File: config.mk
export PLATFORM = sky130hd
export DESIGN_NAME = hkf_key_flat
export DESIGN_NICKNAME = d
export VERILOG_FILES = /design/src/rtl/hkf_pkg.sv /design/src/rtl/hkf_stream_if.sv /design/src/rtl/hkf_key.sv /design/src/flat_wrapper.sv
export VERILOG_INCLUDE_DIRS = /design/src /design/src/rtl
export SDC_FILE = /design/constraint.sdc
export NUM_CORES = 1
export LEC_CHECK = 0
export BUFFER_PORTS_ARGS = -buffer_cell sky130_fd_sc_hd__buf_4
export CAP_MARGIN = 10
export CORE_UTILIZATION = 40
export DETAILED_ROUTE_END_ITERATION = 10
export PLACE_DENSITY = 0.78
export SYNTH_ARGS = -nofsm -noshare
export SYNTH_HDL_FRONTEND = slang
export SYNTH_SLANG_ARGS = --single-unit
File: constraint.sdc
create_clock -name clk -period 2.54 [get_ports clk]
set_input_delay 0.381 -clock clk [delete_from_list [all_inputs] [get_ports clk]]
set_output_delay 0.381 -clock clk [all_outputs]
set_load 0.01 [all_outputs]
File: src/rtl/hue_key_pixel_filter_macros.svh
// Assertion macros shared by the hue key pixel filter RTL
`ifndef HUE_KEY_PIXEL_FILTER_MACROS_SVH
`define HUE_KEY_PIXEL_FILTER_MACROS_SVH
`ifndef SYNTHESIS
// Same-cycle implication, disabled during reset
`define HKF_ASSERT_IMP(label, clk, rst_n, ante, cons) \
  label: assert property (@(posedge clk) disable iff (!rst_n) (ante) |-> (cons)) \
    else $error("hkf: assertion failed");
// Next-cycle implication, disabled during reset
`define HKF_ASSERT_NXT(label, clk, rst_n, ante, cons) \
  label: assert property (@(posedge clk) disable iff (!rst_n) (ante) |=> (cons)) \
    else $error("hkf: assertion failed");
`else
`define HKF_ASSERT_IMP(label, clk, rst_n, ante, cons)
`define HKF_ASSERT_NXT(label, clk, rst_n, ante, cons)
`endif
`endif

File: src/rtl/hkf_pkg.sv
// Shared types, constants and helpers of the hue key pixel filter
package hkf_pkg;

  localparam int HUE_FRAC_BITS_DEF = 6;
  localparam int HUE_OUT_W         = 15;
  localparam int CFG_AW            = 4;
  localparam int CFG_DW            = 32;
  localparam int TOL_W             = 9;

  typedef enum logic [1:0] {
    REG_REF_RED,
    REG_REF_GREEN,
    REG_REF_BLUE,
    REG_HUE_TOL
  } reg_idx_t;

  localparam logic [7:0]       RST_REF_RED   = 8'd217;
  localparam logic [7:0]       RST_REF_GREEN = 8'd200;
  localparam logic [7:0]       RST_REF_BLUE  = 8'd170;
  localparam logic [TOL_W-1:0] RST_HUE_TOL   = 9'd1;
  localparam logic [7:0]       WHITE_LEVEL   = 8'hFF;

  typedef struct packed {
    logic [7:0] red;
    logic [7:0] green;
    logic [7:0] blue;
  } rgb_t;

  typedef struct packed {
    logic [7:0] pix_red;
    logic [7:0] pix_green;
    logic [7:0] pix_blue;
  } pix_in_t;

  typedef struct packed {
    logic [7:0]           out_red;
    logic [7:0]           out_green;
    logic [7:0]           out_blue;
    logic [HUE_OUT_W-1:0] hue;
    logic [7:0]           saturation;
    logic [7:0]           brightness;
    logic                 whitened;
  } pix_out_t;

  // width of a hue below 360 degrees on a grid of 2^frac_bits steps per degree
  function automatic int hue_w(input int frac_bits);
    return $clog2(360 * (1 << frac_bits));
  endfunction

endpackage

File: src/rtl/hkf_stream_if.sv
// Valid/ready stream channel carrying one item per handshake
interface hkf_stream_if #(
  parameter type payload_t = logic
);
  logic     valid;
  logic     ready;
  payload_t data;

  modport source (output valid, output data, input ready);
  modport sink   (input valid, input data, output ready);
endinterface

File: src/rtl/hkf_key.sv
// Hue distance against the reference, tolerance compare and result register
`include "hue_key_pixel_filter_macros.svh"
module hkf_key #(
  parameter int  HUE_FRAC_BITS = hkf_pkg::HUE_FRAC_BITS_DEF,
  localparam int HW            = hkf_pkg::hue_w(HUE_FRAC_BITS)
) (
  input  logic                        clk,
  input  logic                        rst_n,
  input  logic                        in_valid,
  output logic                        in_ready,
  input  hkf_pkg::rgb_t               in_pix,
  input  logic [HW-1:0]               in_hue,
  input  logic [7:0]                  in_sat,
  input  logic [7:0]                  in_val,
  input  logic [HW-1:0]               ref_hue,
  input  logic [hkf_pkg::TOL_W-1:0]   tolerance,
  hkf_stream_if.source                res
);

  localparam int XW = HW + hkf_pkg::HUE_OUT_W;

  logic              vld_a_r;
  logic              vld_b_r;
  logic              adv_a;
  logic              adv_b;
  hkf_pkg::rgb_t     pix_a_r;
  logic [HW-1:0]     hue_a_r;
  logic [7:0]        sat_a_r;
  logic [7:0]        val_a_r;
  logic [HW-1:0]     diff_a_r;
  logic [HW-1:0]     diff_nxt;
  logic              white;
  logic [XW-1:0]     hue_ext;
  hkf_pkg::pix_out_t res_r;
  hkf_pkg::pix_out_t res_nxt;

  assign adv_b    = !vld_b_r || res.ready;
  assign adv_a    = !vld_a_r || adv_b;
  assign in_ready = adv_a;

  assign diff_nxt = (in_hue >= ref_hue) ? in_hue - ref_hue : ref_hue - in_hue;

  // whole-degree difference, no wrap at 360
  assign white   = (diff_a_r >> HUE_FRAC_BITS) > HW'(tolerance);
  assign hue_ext = XW'(hue_a_r);

  always_comb begin
    res_nxt.out_red    = white ? hkf_pkg::WHITE_LEVEL : pix_a_r.red;
    res_nxt.out_green  = white ? hkf_pkg::WHITE_LEVEL : pix_a_r.green;
    res_nxt.out_blue   = white ? hkf_pkg::WHITE_LEVEL : pix_a_r.blue;
    res_nxt.hue        = hue_ext[hkf_pkg::HUE_OUT_W-1:0];
    res_nxt.saturation = sat_a_r;
    res_nxt.brightness = val_a_r;
    res_nxt.whitened   = white;
  end

  always_ff @(posedge clk) begin
    if (!rst_n) begin
      vld_a_r <= 1'b0;
      vld_b_r <= 1'b0;
    end else begin
      if (adv_a) begin
        vld_a_r <= in_valid;
      end
      if (adv_b) begin
        vld_b_r <= vld_a_r;
      end
    end
  end

  always_ff @(posedge clk) begin
    if (adv_a) begin
      pix_a_r  <= in_pix;
      hue_a_r  <= in_hue;
      sat_a_r  <= in_sat;
      val_a_r  <= in_val;
      diff_a_r <= diff_nxt;
    end
    if (adv_b) begin
      res_r <= res_nxt;
    end
  end

  assign res.valid = vld_b_r;
  assign res.data  = res_r;

  `HKF_ASSERT_IMP(a_white_pix, clk, rst_n, res.valid && res.data.whitened,
    {res.data.out_red, res.data.out_green, res.data.out_blue} == {3{hkf_pkg::WHITE_LEVEL}})

endmodule

File: src/flat_wrapper.sv
// flat-port wrapper written by rule: the top's interface ports become plain ports
module hkf_key_flat 
#(
  parameter int  HUE_FRAC_BITS = hkf_pkg::HUE_FRAC_BITS_DEF,
  localparam int HW            = hkf_pkg::hue_w(HUE_FRAC_BITS)
)
  (clk, rst_n, in_valid, in_ready, in_pix, in_hue, in_sat, in_val, ref_hue, tolerance, res_valid, res_data, res_ready);
  hkf_stream_if res_i ();
  input  logic clk;
  input  logic rst_n;
  input  logic in_valid;
  output logic in_ready;
  input  hkf_pkg::rgb_t in_pix;
  input  logic [HW-1:0] in_hue;
  input  logic [7:0] in_sat;
  input  logic [7:0] in_val;
  input  logic [HW-1:0] ref_hue;
  input  logic [hkf_pkg::TOL_W-1:0] tolerance;
  output wire logic [$bits(res_i.valid)-1:0] res_valid;
  output wire logic [$bits(res_i.data)-1:0] res_data;
  input wire logic [$bits(res_i.ready)-1:0] res_ready;
  assign res_valid = res_i.valid;
  assign res_data = res_i.data;
  assign res_i.ready = res_ready;
  hkf_key #(.HUE_FRAC_BITS(HUE_FRAC_BITS)) u_core (.clk(clk), .rst_n(rst_n), .in_valid(in_valid), .in_ready(in_ready), .in_pix(in_pix), .in_hue(in_hue), .in_sat(in_sat), .in_val(in_val), .ref_hue(ref_hue), .tolerance(tolerance), .res(res_i));
endmodule
Yosys cells after proc, flatten, opt, wreduce, memory -nomap -nowiden. Index checks and enable logic that the tools add are counted.

Div/mod/pow operators: 0. Muxes and demuxes: 1. Multipliers: 0. $lt $le $gt $ge: 2. Reduce and logical (&&, ||, !) cells: 4. Bitwise operators: 0. Shifts and indexed selects: 0. Equality and inequality tests: 0. $add $sub $neg: 2.

Operators by type and width (number): 15-bit subtractor (2); 15-bit greater-or-equal comparator (1); 15-bit 2-to-1 mux (1); 9-bit greater-than comparator (1); 1-bit logical NOT (2); 1-bit logical OR (2).

Bits in writable memories: 0. ROM bits: 0. Memories: 0. Output and inout port bits: 3. Register bits after elaboration: 18. Bits in latches: 0.

Depth between registers and ports, before layout.
Word-level depth: 3. Mapped depth: 10.

Least setup slack after synthesis. Ideal clock, no wire load.

Path type: input -> register. Start: in in_hue[3]. End: reg u_core.diff_a_r[14], data pin. Required time: 2277 ps. Cell stages on the path: 8. Path buffers: 0. Arrival time: 2005 ps. Library setup time: 263 ps. Path slack: 272 ps. Path through: inv_1 ha_1 a21oi_1 a21oi_1 o311ai_0 o211a_1 mux2i_1 xor2_1.

Cells in the longest elaborated chain, start to end: 2. Elaborated cells between the ends (all ways): 4. Those cells by class: add/sub (2); order compare (1); mux (1).

RTL lines: start: declaration (RTL line flat_wrapper.sv:14) `input logic [HW-1:0] in_hue;`; 15-bit subtractor / 15-bit greater-or-equal comparator (equally long branches) (RTL line hkf_key.sv:41) `assign diff_nxt = (in_hue >= ref_hue) ? in_hue - ref_hue : ref_hue - in_hue;`; 15-bit 2-to-1 mux (*) (RTL line hkf_key.sv:41); net u_core.diff_nxt[14] (RTL line hkf_key.sv:31) `logic [HW-1:0] diff_nxt;`; end signal: assignment (RTL line hkf_key.sv:77) `diff_a_r <= diff_nxt;`; end: declaration (RTL line hkf_key.sv:30) `logic [HW-1:0] diff_a_r;`.

Mark *: on every way through the listed nets, which the timed path passes. The rest lies on a longest branch. A chain may end at the register's enable or synchronous reset.

Worst setup path in the final report.
Start: in in_hue[1]. End: reg u_core.diff_a_r[8], data pin.

The elaborated chain is that of the path after synthesis.

==> run_results.csv <==
group,metric,value,unit
drt,route.detailed.drc,0,
logic_synthesis,synthMuxAreaShare,3.66,%
logic_synthesis,synth_edf_count,10,
timing,timing.slew.headroom,61.8,%
timing,worst-slew-pin-transition,573,ps
status,outcome,"finished clean",
drt,avgRoutedWirePerCell,12.1,um
logic_synthesis,synth-xor-area-share,4.12,%
placement,place_hpwl,3.55,mm
power_and_ir_drop,ir_drop,0.142,mV
die,fp.coreArea,0.00447,mm2
logic_synthesis,synthArstFlopShare,0,%
placement,portBuffers,45,
worst_setup_path,worstSetupStartpointType,"input port",
timing,setup-tns-final,0,ps
logic_synthesis,synth_top_flop_cell,"edfxtp_1",
clocking,cts_tree,"yes",
power_and_ir_drop,p_leak,0.00125,uW
finish,antenna_cells,0,
die,die_h,71.2,um
flow_run,max-cap-violations,0,
die,start_util,42.8,%
timing,finalHoldViolations,0,
clocking,post_cts_buffers,0,
finish,fin_nets,402,
drt,vias,1719,
finish,drive_above_1_share,25.0,%
timing,clock.fmax,431,MHz
drt,drt_wl_total,4.02,mm
drt,drtAntennaViolNets,0,
logic_synthesis,synthAdderAreaFrac,24.9,%
die,fp.dieW,71.2,um
drt,drt-pass1-iter-count,7,
logic_synthesis,synthSimpleGateAreaFrac,12.9,%
global_route,grt_max_degree,11,
global_route,overflow,0,
global_route,grt_usage,16.9,%
worst_setup_path,cp_max_fo,8,
logic_synthesis,synth-seq-cells,12,
clocking,clk_pin_slew,50,ps
worst_setup_path,critPathRequiredTime,2600,ps
logic_synthesis,synth_top_family_by_area,"adder cells",
hold_path,hold_class,"input port to register",
global_route,grt_pass1_vias,1677,
timing,drv_slew,0,
timing,finalSetupViolCount,0,
logic_synthesis,synth_compound_area_share,24.3,%
power_and_ir_drop,p_per_area,425,mW/mm2
clocking,postCtsHoldBufs,0,
placement,dp_worst_setup_slack,-53.2,ps
worst_setup_path,cp.arrival,2380,ps
timing,grt_setup_unrepaired,"false",
die,io_pins,86,
timing,hold_ws,350,ps
clocking,cts.repair.resized,0,
clocking,htree_num_levels,1,
finish,n_fill_cell,423,
timing,finClkSkew,0.620,ps
global_route,grt_pass1_wl,6.98,mm
logic_synthesis,netlist_area,0.00191,mm2
die,fp-row-count,24,
finish,regArea,340,um2
logic_synthesis,synth_cell_types,43,
logic_synthesis,synth_area_per_cell,8.39,um2
worst_setup_path,endpoint_kind,"register",
drt,avgViaCountPerCell,5.18,
clocking,cts_buffers,3,
clocking,clockBufferDepth,2,
global_route,antenna_found_initial,0,
logic_synthesis,yosysWarnings,0,
logic_synthesis,syn-num-nets,349,
clocking,cts_root_buf,"clkbuf_8",
die,die_area,0.00506,mm2
drt,drt_iter0_drc,74,
clocking,cts.sinks,12,
finish,syn_to_final_growth,24.0,%
finish,multi_input_area,0.00134,mm2
logic_synthesis,synth-seq-area-share,17.8,%
logic_synthesis,syn_inst,228,
timing,worst_slack,222,ps
clocking,insertion_delay,240,ps
worst_setup_path,setup.worst_path.class,"input port to register",
timing,min_period,2320,ps
placement,place_congestion,0.845,
timing,timing.final.crit_share,91.3,%
[final cells by class]
type,count,share of cell area [%]
Multi-Input combinational cell,167,56.4
Clock buffer,4,2.32
Tap cell,52,2.74
Sequential cell,12,14.3
Timing Repair Buffer,56,17.7
Inverter,41,6.49
[layout by cell type, fill, tap and decap left out, types with 2 or more instances in the layout]
| cell type | instances |
|---|---|
| nand2_1 | 14 |
| a21oi_1 | 23 |
| xor2_1 | 3 |
| ha_1 | 38 |
| clkbuf_8 | 4 |
| o21a_1 | 6 |
| xnor2_1 | 6 |
| a21o_1 | 7 |
| o21ai_0 | 12 |
| o21bai_1 | 2 |
| nand3_1 | 5 |
| nor2b_1 | 5 |
| edfxtp_1 | 10 |
| inv_1 | 41 |
| nor2_1 | 7 |
| nand4_1 | 7 |
| mux2i_1 | 7 |
| nor3_1 | 2 |
| dfxtp_1 | 2 |
| a221oi_1 | 2 |
| o22ai_1 | 2 |
| buf_4 | 56 |
[registers in the layout, indices dropped and copies added (netlist names)]
signal and count:
u_core.diff_a_r 9, u_core.res.data 1, u_core.vld_a_r 1, u_core.res.valid 1
[critical path, cell delays in order]
cell and delay, ps:
buf_4 90, inv_1 40, ha_1 310, nor2b_4 160, o2111ai_2 120, nand3_2 140, a221oi_4 80, o31ai_4 560
mux2i_1 280, xor2_1 230
[stage by stage]
stage / cells / total power, uW / area (um2) / utilization (%)
floorplan: 228 / 648 / 1910 / -
global placement: 328 / 788 / 2320 / 51.8
detailed placement: 328 / 810 / 2320 / 51.8
CTS: 332 / 1020 / 2370 / 53.0
global route: 332 / 1090 / 2370 / 53.0
finish: 332 / 1010 / 2370 / 53.0
[worst paths after layout]
| path | start | end | slack (ps) | depth (start not counted) |
|---|---|---|---|---|
| hold / removal | rst_n | u_core.res.valid$_SDFFE_PN0P_ | 350 | 2 |
| setup reg to reg | u_core.diff_a_r[7]$_DFFE_PP_ | u_core.res.data$_DFFE_PP_ | 550 | 8 |
| hold reg to reg | u_core.vld_a_r$_SDFFE_PN0P_ | u_core.res.valid$_SDFFE_PN0P_ | 500 | 1 |
| setup / recovery | in_hue[1] | u_core.diff_a_r[8]$_DFFE_PP_ | 220 | 10 |
[logic make-up (layout without fill, tap and decap cells)]
| logic type | after synthesis | after routing |
|---|---|---|
| multiplexers | 7 | 7 |
| buffers and inverters | 49 | 101 |
| AND/OR/NAND/NOR | 46 | 46 |
| flip-flops | 12 | 12 |
| AO/OA/AOI/OAI | 67 | 67 |
| adder cells (fa/ha/maj) | 38 | 38 |
| XOR/XNOR | 9 | 9 |
[per-layer routing]
metal | part of all wire (%) | vias up | GRT usage [%]
met1 | 47 | 779 | 20.6
met4 | 0.62 | 0 | 3.33
met3 | 2.7 | 3 | 0.855
met2 | 50 | 35 | 32.7
li1 | - | 902 | -
met5 | 0 | - | 0
[cell usage after synthesis, types with 3 or more instances]
master | n | share of area [%]
xor2_1 | 3 | 1.4
mux2i_1 | 7 | 3.7
o21ai_0 | 12 | 3.1
nand4_1 | 7 | 2.3
a21o_1 | 7 | 2.7
xnor2_1 | 6 | 2.7
inv_1 | 41 | 8.0
ha_1 | 38 | 25
a21oi_1 | 23 | 6.0
nor2_1 | 7 | 1.4
nand3_1 | 5 | 1.3
nand2_1 | 14 | 2.7
nor2b_1 | 5 | 1.6
buf_6 | 3 | 1.8
o21a_1 | 6 | 2.4
edfxtp_1 | 10 | 16
[power by group]
part	switching [uW]	total, uW	internal [uW]
Sequential	15.3	295	279
Combinational	255	509	254
Clock	67.5	204	137
Total	338	1010	670
Note: power is estimated with default switching activity, not from simulation.
