**src/rtl/hue_key_pixel_filter_macros.svh**
```systemverilog
// Assertion macros shared by the hue key pixel filter RTL
`ifndef HUE_KEY_PIXEL_FILTER_MACROS_SVH
`define HUE_KEY_PIXEL_FILTER_MACROS_SVH
`ifndef SYNTHESIS
// Same-cycle implication, disabled during reset
`define HKF_ASSERT_IMP(label, clk, rst_n, ante, cons) \
  label: assert property (@(posedge clk) disable iff (!rst_n) (ante) |-> (cons)) \
    else $error("hkf: assertion failed");
// Next-cycle implication, disabled during reset
`define HKF_ASSERT_NXT(label, clk, rst_n, ante, cons) \
  label: assert property (@(posedge clk) disable iff (!rst_n) (ante) |=> (cons)) \
    else $error("hkf: assertion failed");
`else
`define HKF_ASSERT_IMP(label, clk, rst_n, ante, cons)
`define HKF_ASSERT_NXT(label, clk, rst_n, ante, cons)
`endif
`endif

```
**src/rtl/hkf_pkg.sv**
```systemverilog
// Shared types, constants and helpers of the hue key pixel filter
package hkf_pkg;

  localparam int HUE_FRAC_BITS_DEF = 6;
  localparam int HUE_OUT_W         = 15;
  localparam int CFG_AW            = 4;
  localparam int CFG_DW            = 32;
  localparam int TOL_W             = 9;

  typedef enum logic [1:0] {
    REG_REF_RED,
    REG_REF_GREEN,
    REG_REF_BLUE,
    REG_HUE_TOL
  } reg_idx_t;

  localparam logic [7:0]       RST_REF_RED   = 8'd217;
  localparam logic [7:0]       RST_REF_GREEN = 8'd200;
  localparam logic [7:0]       RST_REF_BLUE  = 8'd170;
  localparam logic [TOL_W-1:0] RST_HUE_TOL   = 9'd1;
  localparam logic [7:0]       WHITE_LEVEL   = 8'hFF;

  typedef struct packed {
    logic [7:0] red;
    logic [7:0] green;
    logic [7:0] blue;
  } rgb_t;

  typedef struct packed {
    logic [7:0] pix_red;
    logic [7:0] pix_green;
    logic [7:0] pix_blue;
  } pix_in_t;

  typedef struct packed {
    logic [7:0]           out_red;
    logic [7:0]           out_green;
    logic [7:0]           out_blue;
    logic [HUE_OUT_W-1:0] hue;
    logic [7:0]           saturation;
    logic [7:0]           brightness;
    logic                 whitened;
  } pix_out_t;

  // width of a hue below 360 degrees on a grid of 2^frac_bits steps per degree
  function automatic int hue_w(input int frac_bits);
    return $clog2(360 * (1 << frac_bits));
  endfunction

endpackage

```
**src/rtl/hkf_hsv.sv**
```systemverilog
// Pipelined RGB to HSV conversion with two-bit-per-stage divider pipelines
`include "hue_key_pixel_filter_macros.svh"
module hkf_hsv #(
  parameter int  HUE_FRAC_BITS = hkf_pkg::HUE_FRAC_BITS_DEF,
  localparam int HW            = hkf_pkg::hue_w(HUE_FRAC_BITS)
) (
  input  logic          clk,
  input  logic          rst_n,
  input  logic          in_valid,
  output logic          in_ready,
  input  hkf_pkg::rgb_t in_pix,
  output logic          out_valid,
  input  logic          out_ready,
  output hkf_pkg::rgb_t out_pix,
  output logic [HW-1:0] out_hue,
  output logic [7:0]    out_sat,
  output logic [7:0]    out_val
);

  localparam int ONE   = 1 << HUE_FRAC_BITS;
  localparam int SCALE = 60 * ONE;
  localparam int QW    = $clog2(SCALE + 1);
  localparam int DQW   = (QW > 8) ? QW : 8;
  localparam int AW    = 8 + DQW;
  localparam int DS    = (DQW + 1) / 2;
  localparam int NS    = DS + 3;
  localparam int LAST  = NS - 1;

  localparam logic [HW-1:0] HUE_120 = HW'(120 * ONE);
  localparam logic [HW-1:0] HUE_240 = HW'(240 * ONE);
  localparam logic [HW-1:0] HUE_360 = HW'(360 * ONE);

  typedef enum logic [1:0] {SEC_RED, SEC_GREEN, SEC_BLUE} sector_t;

  typedef struct packed {
    hkf_pkg::rgb_t pix;
    logic [7:0]    mx;
    logic [7:0]    dlt;
    logic [7:0]    num;
    sector_t       sec;
    logic          up;
    logic [AW-1:0] acc_h;
    logic [AW-1:0] acc_s;
  } stage_t;

  stage_t        stg_r   [NS];
  stage_t        stg_nxt [NS];
  logic [NS-1:0] vld_r;
  logic [NS-1:0] vld_nxt;
  logic [NS-1:0] vld_shift;
  logic [NS:0]   adv;
  logic [HW-1:0] hue_r;
  logic [HW-1:0] hue_nxt;
  logic [7:0]    sat_r;
  logic [7:0]    sat_nxt;

  // one restoring step: shift in the next numerator bit, subtract if it fits
  function automatic logic [AW-1:0] div_step(input logic [AW-1:0] acc,
                                             input logic [7:0]    dvs);
    logic [8:0] part;
    logic       qb;
    part = acc[AW-1:DQW-1];
    qb   = part >= {1'b0, dvs};
    if (qb) begin
      part = part - {1'b0, dvs};
    end
    return {part[7:0], acc[DQW-2:0], qb};
  endfunction

  // a stage advances when empty or when the stage after it advances
  assign adv[NS] = out_ready;
  for (genvar i = 0; i < NS; i++) begin : g_adv
    assign adv[i] = !vld_r[i] || adv[i+1];
  end

  assign vld_shift = {vld_r[NS-2:0], in_valid};
  assign vld_nxt   = (adv[NS-1:0] & vld_shift) | (~adv[NS-1:0] & vld_r);

  // sort: max, delta, sector and the numerator of the sector offset
  always_comb begin
    logic [7:0] r;
    logic [7:0] g;
    logic [7:0] b;
    logic [7:0] mn;
    r = in_pix.red;
    g = in_pix.green;
    b = in_pix.blue;
    stg_nxt[0]     = '0;
    stg_nxt[0].pix = in_pix;
    if (r >= g && r >= b) begin
      stg_nxt[0].sec = SEC_RED;
      stg_nxt[0].mx  = r;
      stg_nxt[0].up  = g < b;
      stg_nxt[0].num = (g >= b) ? g - b : b - g;
    end else if (g >= b) begin
      stg_nxt[0].sec = SEC_GREEN;
      stg_nxt[0].mx  = g;
      stg_nxt[0].up  = b < r;
      stg_nxt[0].num = (b >= r) ? b - r : r - b;
    end else begin
      stg_nxt[0].sec = SEC_BLUE;
      stg_nxt[0].mx  = b;
      stg_nxt[0].up  = r < g;
      stg_nxt[0].num = (r >= g) ? r - g : g - r;
    end
    if (r <= g && r <= b) begin
      mn = r;
    end else if (g <= b) begin
      mn = g;
    end else begin
      mn = b;
    end
    stg_nxt[0].dlt = stg_nxt[0].mx - mn;
  end

  // scale: dividends for hue offset and saturation
  always_comb begin
    stg_nxt[1]       = stg_r[0];
    stg_nxt[1].acc_h = AW'(32'(stg_r[0].num) * 32'(SCALE));
    stg_nxt[1].acc_s = AW'({stg_r[0].dlt, 8'h00}) - AW'(stg_r[0].dlt);
  end

  // divide: two quotient bits per stage for both dividers
  for (genvar j = 0; j < DS; j++) begin : g_div
    always_comb begin
      stg_nxt[j+2] = stg_r[j+1];
      for (int k = 0; k < 2; k++) begin
        if (j * 2 + k < DQW) begin
          stg_nxt[j+2].acc_h = div_step(stg_nxt[j+2].acc_h, stg_r[j+1].dlt);
          stg_nxt[j+2].acc_s = div_step(stg_nxt[j+2].acc_s, stg_r[j+1].mx);
        end
      end
    end
  end

  // assemble: sector base plus or minus the offset, rounded up below the base; zero hue for gray
  always_comb begin
    logic [HW-1:0] off;
    logic          rnz;
    stg_nxt[LAST] = stg_r[LAST-1];
    rnz = |stg_r[LAST-1].acc_h[AW-1:DQW];
    off = HW'(stg_r[LAST-1].acc_h[DQW-1:0]) + HW'(stg_r[LAST-1].up & rnz);
    case (stg_r[LAST-1].sec)
      SEC_RED:   hue_nxt = stg_r[LAST-1].up ? HUE_360 - off : off;
      SEC_GREEN: hue_nxt = stg_r[LAST-1].up ? HUE_120 - off : HUE_120 + off;
      SEC_BLUE:  hue_nxt = stg_r[LAST-1].up ? HUE_240 - off : HUE_240 + off;
      default:   hue_nxt = '0;
    endcase
    if (stg_r[LAST-1].dlt == 8'd0) begin
      hue_nxt = '0;
    end
    sat_nxt = (stg_r[LAST-1].mx == 8'd0) ? 8'd0 : stg_r[LAST-1].acc_s[7:0];
  end

  always_ff @(posedge clk) begin
    if (!rst_n) begin
      vld_r <= '0;
    end else begin
      vld_r <= vld_nxt;
    end
  end

  always_ff @(posedge clk) begin
    for (int i = 0; i < NS; i++) begin
      if (adv[i]) begin
        stg_r[i] <= stg_nxt[i];
      end
    end
    if (adv[LAST]) begin
      hue_r <= hue_nxt;
      sat_r <= sat_nxt;
    end
  end

  assign in_ready  = adv[0];
  assign out_valid = vld_r[LAST];
  assign out_pix   = stg_r[LAST].pix;
  assign out_hue   = hue_r;
  assign out_sat   = sat_r;
  assign out_val   = stg_r[LAST].mx;

  `HKF_ASSERT_IMP(a_hue_range, clk, rst_n, out_valid, out_hue < HUE_360)
  `HKF_ASSERT_IMP(a_gray_hue, clk, rst_n, out_valid && out_sat == 8'd0, out_hue == '0)
  `HKF_ASSERT_NXT(a_hold_hue, clk, rst_n, out_valid && !out_ready, $stable(hue_r))

endmodule

```
**config.mk**
```make
export PLATFORM = sky130hd
export DESIGN_NAME = hkf_hsv
export DESIGN_NICKNAME = d
export VERILOG_FILES = /design/src/rtl/hkf_pkg.sv /design/src/rtl/hkf_hsv.sv
export VERILOG_INCLUDE_DIRS = /design/src /design/src/rtl
export SDC_FILE = /design/constraint.sdc
export NUM_CORES = 1
export LEC_CHECK = 0
export ABC_AREA = 1
export BUFFER_PORTS_ARGS = -buffer_cell sky130_fd_sc_hd__buf_2
export CORE_ASPECT_RATIO = 0.7
export CORE_UTILIZATION = 30
export DETAILED_ROUTE_END_ITERATION = 8
export PLACE_DENSITY = 0.53
export SYNTH_ARGS = -nofsm -noshare
export SYNTH_HDL_FRONTEND = slang
export SYNTH_SLANG_ARGS = --single-unit
```
**constraint.sdc**
```tcl
create_clock -name clk -period 17.9 [get_ports clk]
set_clock_uncertainty 0.2 [all_clocks]
set_input_delay 1.79 -clock clk [delete_from_list [all_inputs] [get_ports clk]]
set_output_delay 1.79 -clock clk [all_outputs]
set_load 0.03 [all_outputs]
```
* After elaboration in Yosys (flattened, before gate mapping)
Memory sizes are Yosys's and may differ from the RTL's. Index checks and enable logic that the tools add are counted. W data, S select, Z words.
Word-level totals: word-level logic and storage cells 163, bits in registers 32, memories 1, bits in writable memories 819, input port bits 28
Cells by class: reduce and logical (&&, ||, !) cells 24, $add $sub $neg 38, equality and inequality tests 2, bitwise logic cells 5, order comparisons 34, muxes and demuxes 55, multipliers 1
Memory list:
- stg_r | words 9, bits a word 91, read ports 9, clocked after Yosys merged registers in 0, write ports 9, line hkf_hsv.sv:46 | stage_t stg_r [NS];
Operator list (count):
- $mux W8 | 31
- $sub A8 B8 Y8 | 31
- $ge A9 B8 Y1 | 24
- $mux W15 | 3
- $pmux W15 S3 | 1
- $ge A8 B8 Y1 | 4
- $le A8 B8 Y1 | 3
- $lt A8 B8 Y1 | 3
- $mux W11 | 2
- $and A9 B9 Y9 | 2
- $mux W1 | 18
- $sub A16 B8 Y17 | 1
- $logic_not A8 Y1 | 2
- $add A14 B13 Y15 const A | 1
- $sub A14 B13 Y15 const A | 1
- $sub A15 B13 Y15 const A | 1
- $add A13 B13 Y14 const A | 1
- $sub A13 B13 Y14 const A | 1
- $add A12 B1 Y13 | 1
- $mul A8 B4 Y12 const B | 1
- $logic_not A1 Y1 | 9
- $logic_or A1 B1 Y1 | 9
- $not A9 Y9 | 1
- $or A9 B9 Y9 | 1
- 6 further kinds | 7

* Longest topological paths before layout
depth in word-level cells 13, mapped depth 29

* Worst setup path before layout
No wires, ideal clock.
path type input -> output, start input port out_ready, end output port in_ready, arrival time 7893 ps, path buffers 0, stages on the path 12, setup slack 8017 ps, data required time 15910 ps, cell sequence nor2_1 inv_2 nor2_1 inv_2 nor2_1 inv_2 nor2_2 nand2_2 nor2_4 nand2_2 nor2_2 nand2_1
Between the ends: cells in the longest elaborated chain, start to end 9
Ends and longest elaborated chain:
- from (decl) | line hkf_hsv.sv:13 | input logic out_ready,
- $logic_or A1 B1 Y1 | line hkf_hsv.sv:73 | assign adv[i] = !vld_r[i] || adv[i+1];
- net adv[8] | line hkf_hsv.sv:51 | logic [NS:0] adv;
- $logic_or A1 B1 Y1 | line hkf_hsv.sv:73
- net adv[7] | line hkf_hsv.sv:51
- $logic_or A1 B1 Y1 | line hkf_hsv.sv:73
- net adv[6] | line hkf_hsv.sv:51
- $logic_or A1 B1 Y1 (2 in a row) | line hkf_hsv.sv:73
- net adv[4] | line hkf_hsv.sv:51
- $logic_or A1 B1 Y1 (4 in a row) | line hkf_hsv.sv:73
- to (decl) | line hkf_hsv.sv:10 | output logic in_ready,
The timed path passes the listed nets, and every way through them passes these cells.

* Worst setup path in the final report
Same ends and word-level chain as after synthesis.

==> metrics.csv <==
stage,metric,value,unit
status,outcome,completed,
logic_synthesis,ys async rst share,0,%
floorplan,core box area,113000,µm²
global_routing,Total GRT Usage,12.9,%
clock_tree,Worst-Skew Late Latency,0.65,ns
logic_synthesis,syn avg cell area,10.9,µm²
place,DP Cell Count,4669,
route,Max Used Layer,met5,
floorplan,die width,405,µm
logic_synthesis,Post-Synthesis Net Count,3469,
floorplan,Initial Util,30.3,%
timing,final period utilization,42.7,%
timing,fin crit period,7.65,ns
worst_setup_path,WP data required,15.91,ns
flow_run,max cap viols,0,
timing,Least-Margin Pin Slew,1.03,ns
clock_tree,Worst-path clk slew,0.06,ns
floorplan,io pins,85,
clock_tree,Longest Clk Path Bufs,3,
clock_tree,clock sinks,621,
route,DRC violations left,0,
timing,pins over their slew limit,0,
place,PortBufs,84,
floorplan,full die area,115000,µm²
timing,final setup fails,0,
logic_synthesis,sequential fraction of the synthesis area,54.4,%
global_routing,largest net degree at the start of global routing,75,
min_path,Hold Crit Class,flop to flop,
route,Pre-antenna DRT Iters,6,
route,Vias,21700,
final_layout,Fill cells,11200,
final_layout,share of post-route cells with drive strength above 1,10.7,%
route,1st-iter DRT viols,1466,
route,DRT met1 WL,38700,µm
timing,worst hold slack,0.211,ns
place,Final GP Congestion,0.904,
timing,Worst slew margin,31.1,%
global_routing,vias in the first global route,20900,
route,post-route ant nets,0,
timing,final hold vios,0,
global_routing,first-pass GRT wire length,117000,µm
route,vias per inst,4.53,
global_routing,gr ovfl total,0,
final_layout,Post-Layout Cell Count,4790,
logic_synthesis,Synth Flop Type,edfxtp_1,
final_layout,register area,18600,µm²
worst_setup_path,CP Capture Type,output port,
worst_setup_path,CP max FO,74,
logic_synthesis,Netlist Area Pre-Place,34100,µm²
route,metal2 WL,29600,µm
logic_synthesis,"EDFF count, synth",612,
route,met3 routed WL,4440,µm
floorplan,Die Y,284,µm
clock_tree,# H-tree levels,3,
route,per-cell routed wire length,15.5,µm
worst_setup_path,WS Path Type,input pin to output port,
clock_tree,cts hold-fix bufs,0,
clock_tree,post-CTS sizing,0,
route,Routed WL,74100,µm
timing,setup_tns,0,ns
logic_synthesis,YS warnings,0,
logic_synthesis,Mapped Cells,3129,
final_layout,area of the multi-input gates,13500,µm²
logic_synthesis,Yosys cell types,72,
clock_tree,Root Buffer,clkbuf_16,
worst_setup_path,crit path launch type,input pin,
final_layout,final net count,3556,
place,hpwl dp,56200,µm
worst_setup_path,CP arrival,5.66,ns
timing,f_max,131,MHz
floorplan,Core Rows,103,
final_layout,Layout Area Growth over Synthesis,11.5,%
clock_tree,CTS buffer count,67,
clock_tree,setup bufs post-CTS,0,
timing,unrepaired setup endpoints after global routing,no,
logic_synthesis,Synth Register Bits,621,
global_routing,antenna violations before repair,3,
clock_tree,CTS tree,built,
[worst paths after layout]
kind / end / cells past startpoint / slack, ns / from
worst min-delay path: stg_r[0][722]$_DFFE_PP_ / 0 / 0.21 / stg_r[0][631]$_DFFE_PP_
worst min register to register: stg_r[0][722]$_DFFE_PP_ / 0 / 0.21 / stg_r[0][631]$_DFFE_PP_
worst max-delay path: in_ready / 15 / 10.25 / out_ready
worst max register to register: stg_r[0][105]$_DFFE_PN_ / 15 / 12.98 / flop
[stage by stage]
step,util [%],worst slack [ns],cell area [µm²]
after floorplan,-,8.02,34100
after global placement,31.9,10.15,36000
after detailed placement,31.9,10.11,36000
final,33.8,10.25,38100
after CTS,33.7,10.09,38100
after global routing,33.7,9.77,38100
[worst max-delay path, cell delays in order]
cell and delay [ns]:
buf_2 0.10, nor2_1 0.12, inv_2 0.03, buf_4 0.32, nor2_1 0.23, clkinv_2 0.40
nor2_1 0.26, clkinv_2 0.41, nor2_2 0.35, nand2_4 0.08, nor2_4 0.14, nand2_4 0.55
nor2_2 0.38, nand2_2 0.21, buf_2 0.23
[layer usage]
metal | up-vias | global-route usage, %
met5 | - | 0
met4 | 4 | 3.12
met3 | 95 | 2.88
met2 | 480 | 18.0
met1 | 10100 | 19.8
li1 | 11100 | -
[Yosys cell counts, types with 6 or more instances]
cell type / n / area [µm²]
edfxtp_1: 612 / 18400
nand2_1: 509 / 1910
inv_1: 368 / 1380
ha_1: 273 / 3420
a21oi_1: 249 / 1250
nor2_1: 185 / 694
nand3_1: 126 / 631
xor2_1: 106 / 928
o21ai_0: 92 / 460
xnor2_1: 66 / 578
o21ai_1: 60 / 300
nand4_1: 46 / 288
buf_4: 42 / 315
fa_1: 39 / 781
nand2_2: 27 / 169
inv_2: 26 / 97.6
nor3_1: 24 / 120
o21ai_2: 23 / 201
o21bai_1: 19 / 143
o221ai_1: 18 / 158
nor2_2: 16 / 100
a21oi_2: 15 / 131
buf_6: 15 / 169
o211ai_1: 11 / 82.6
a21o_1: 10 / 75.1
buf_2: 10 / 50.1
dfxtp_1: 9 / 180
nand3b_1: 9 / 67.6
nor4_1: 9 / 56.3
or3_1: 8 / 50.1
a211oi_2: 7 / 87.6
a31oi_1: 7 / 43.8
a211oi_1: 6 / 45.0
o22ai_1: 6 / 37.5
or2_2: 6 / 37.5
[sequential cells by signal, summed over array words and instances (netlist names), named ones only]
signal   cells
out_hue     15
out_sat      8
stg_r      589
[cells in the final DEF, fill, tap and decap left out, drive strengths merged, types with 66 or more instances in the layout]
master,instances
edfxtp,612
nand2,540
inv,400
ha,273
a21oi,264
nor2,206
o21ai,175
nand3,130
xor2,106
buf,92
clkbuf,76
xnor2,66
[cell type report]
cell class	instances	area share [%]
Antenna cell	2	0.0131
Clock buffer	76	4.49
Clock inverter	43	0.986
Inverter	398	3.95
Multi-Input combinational cell	2036	35.5
Sequential cell	621	48.8
Tap cell	1522	5.00
Timing Repair Buffer	92	1.26
[logic make-up (layout without fill, tap and decap cells)]
logic type | Yosys count | after routing | share of synthesized area, %
other | 1 | 3 | 0.0110
multiplexers | 3 | 3 | 0.0916
AO/OA/AOI/OAI | 544 | 544 | 9.42
XOR/XNOR | 172 | 172 | 4.41
adder cells (fa/ha/maj) | 312 | 312 | 12.3
buffers and inverters | 472 | 609 | 6.08
AND/OR/NAND/NOR | 1004 | 1004 | 13.3
flip-flops | 621 | 621 | 54.4
Power is left out: the tool's default activity adds up to more than one toggle a clock period on the data nets, which glitch-free logic cannot reach.
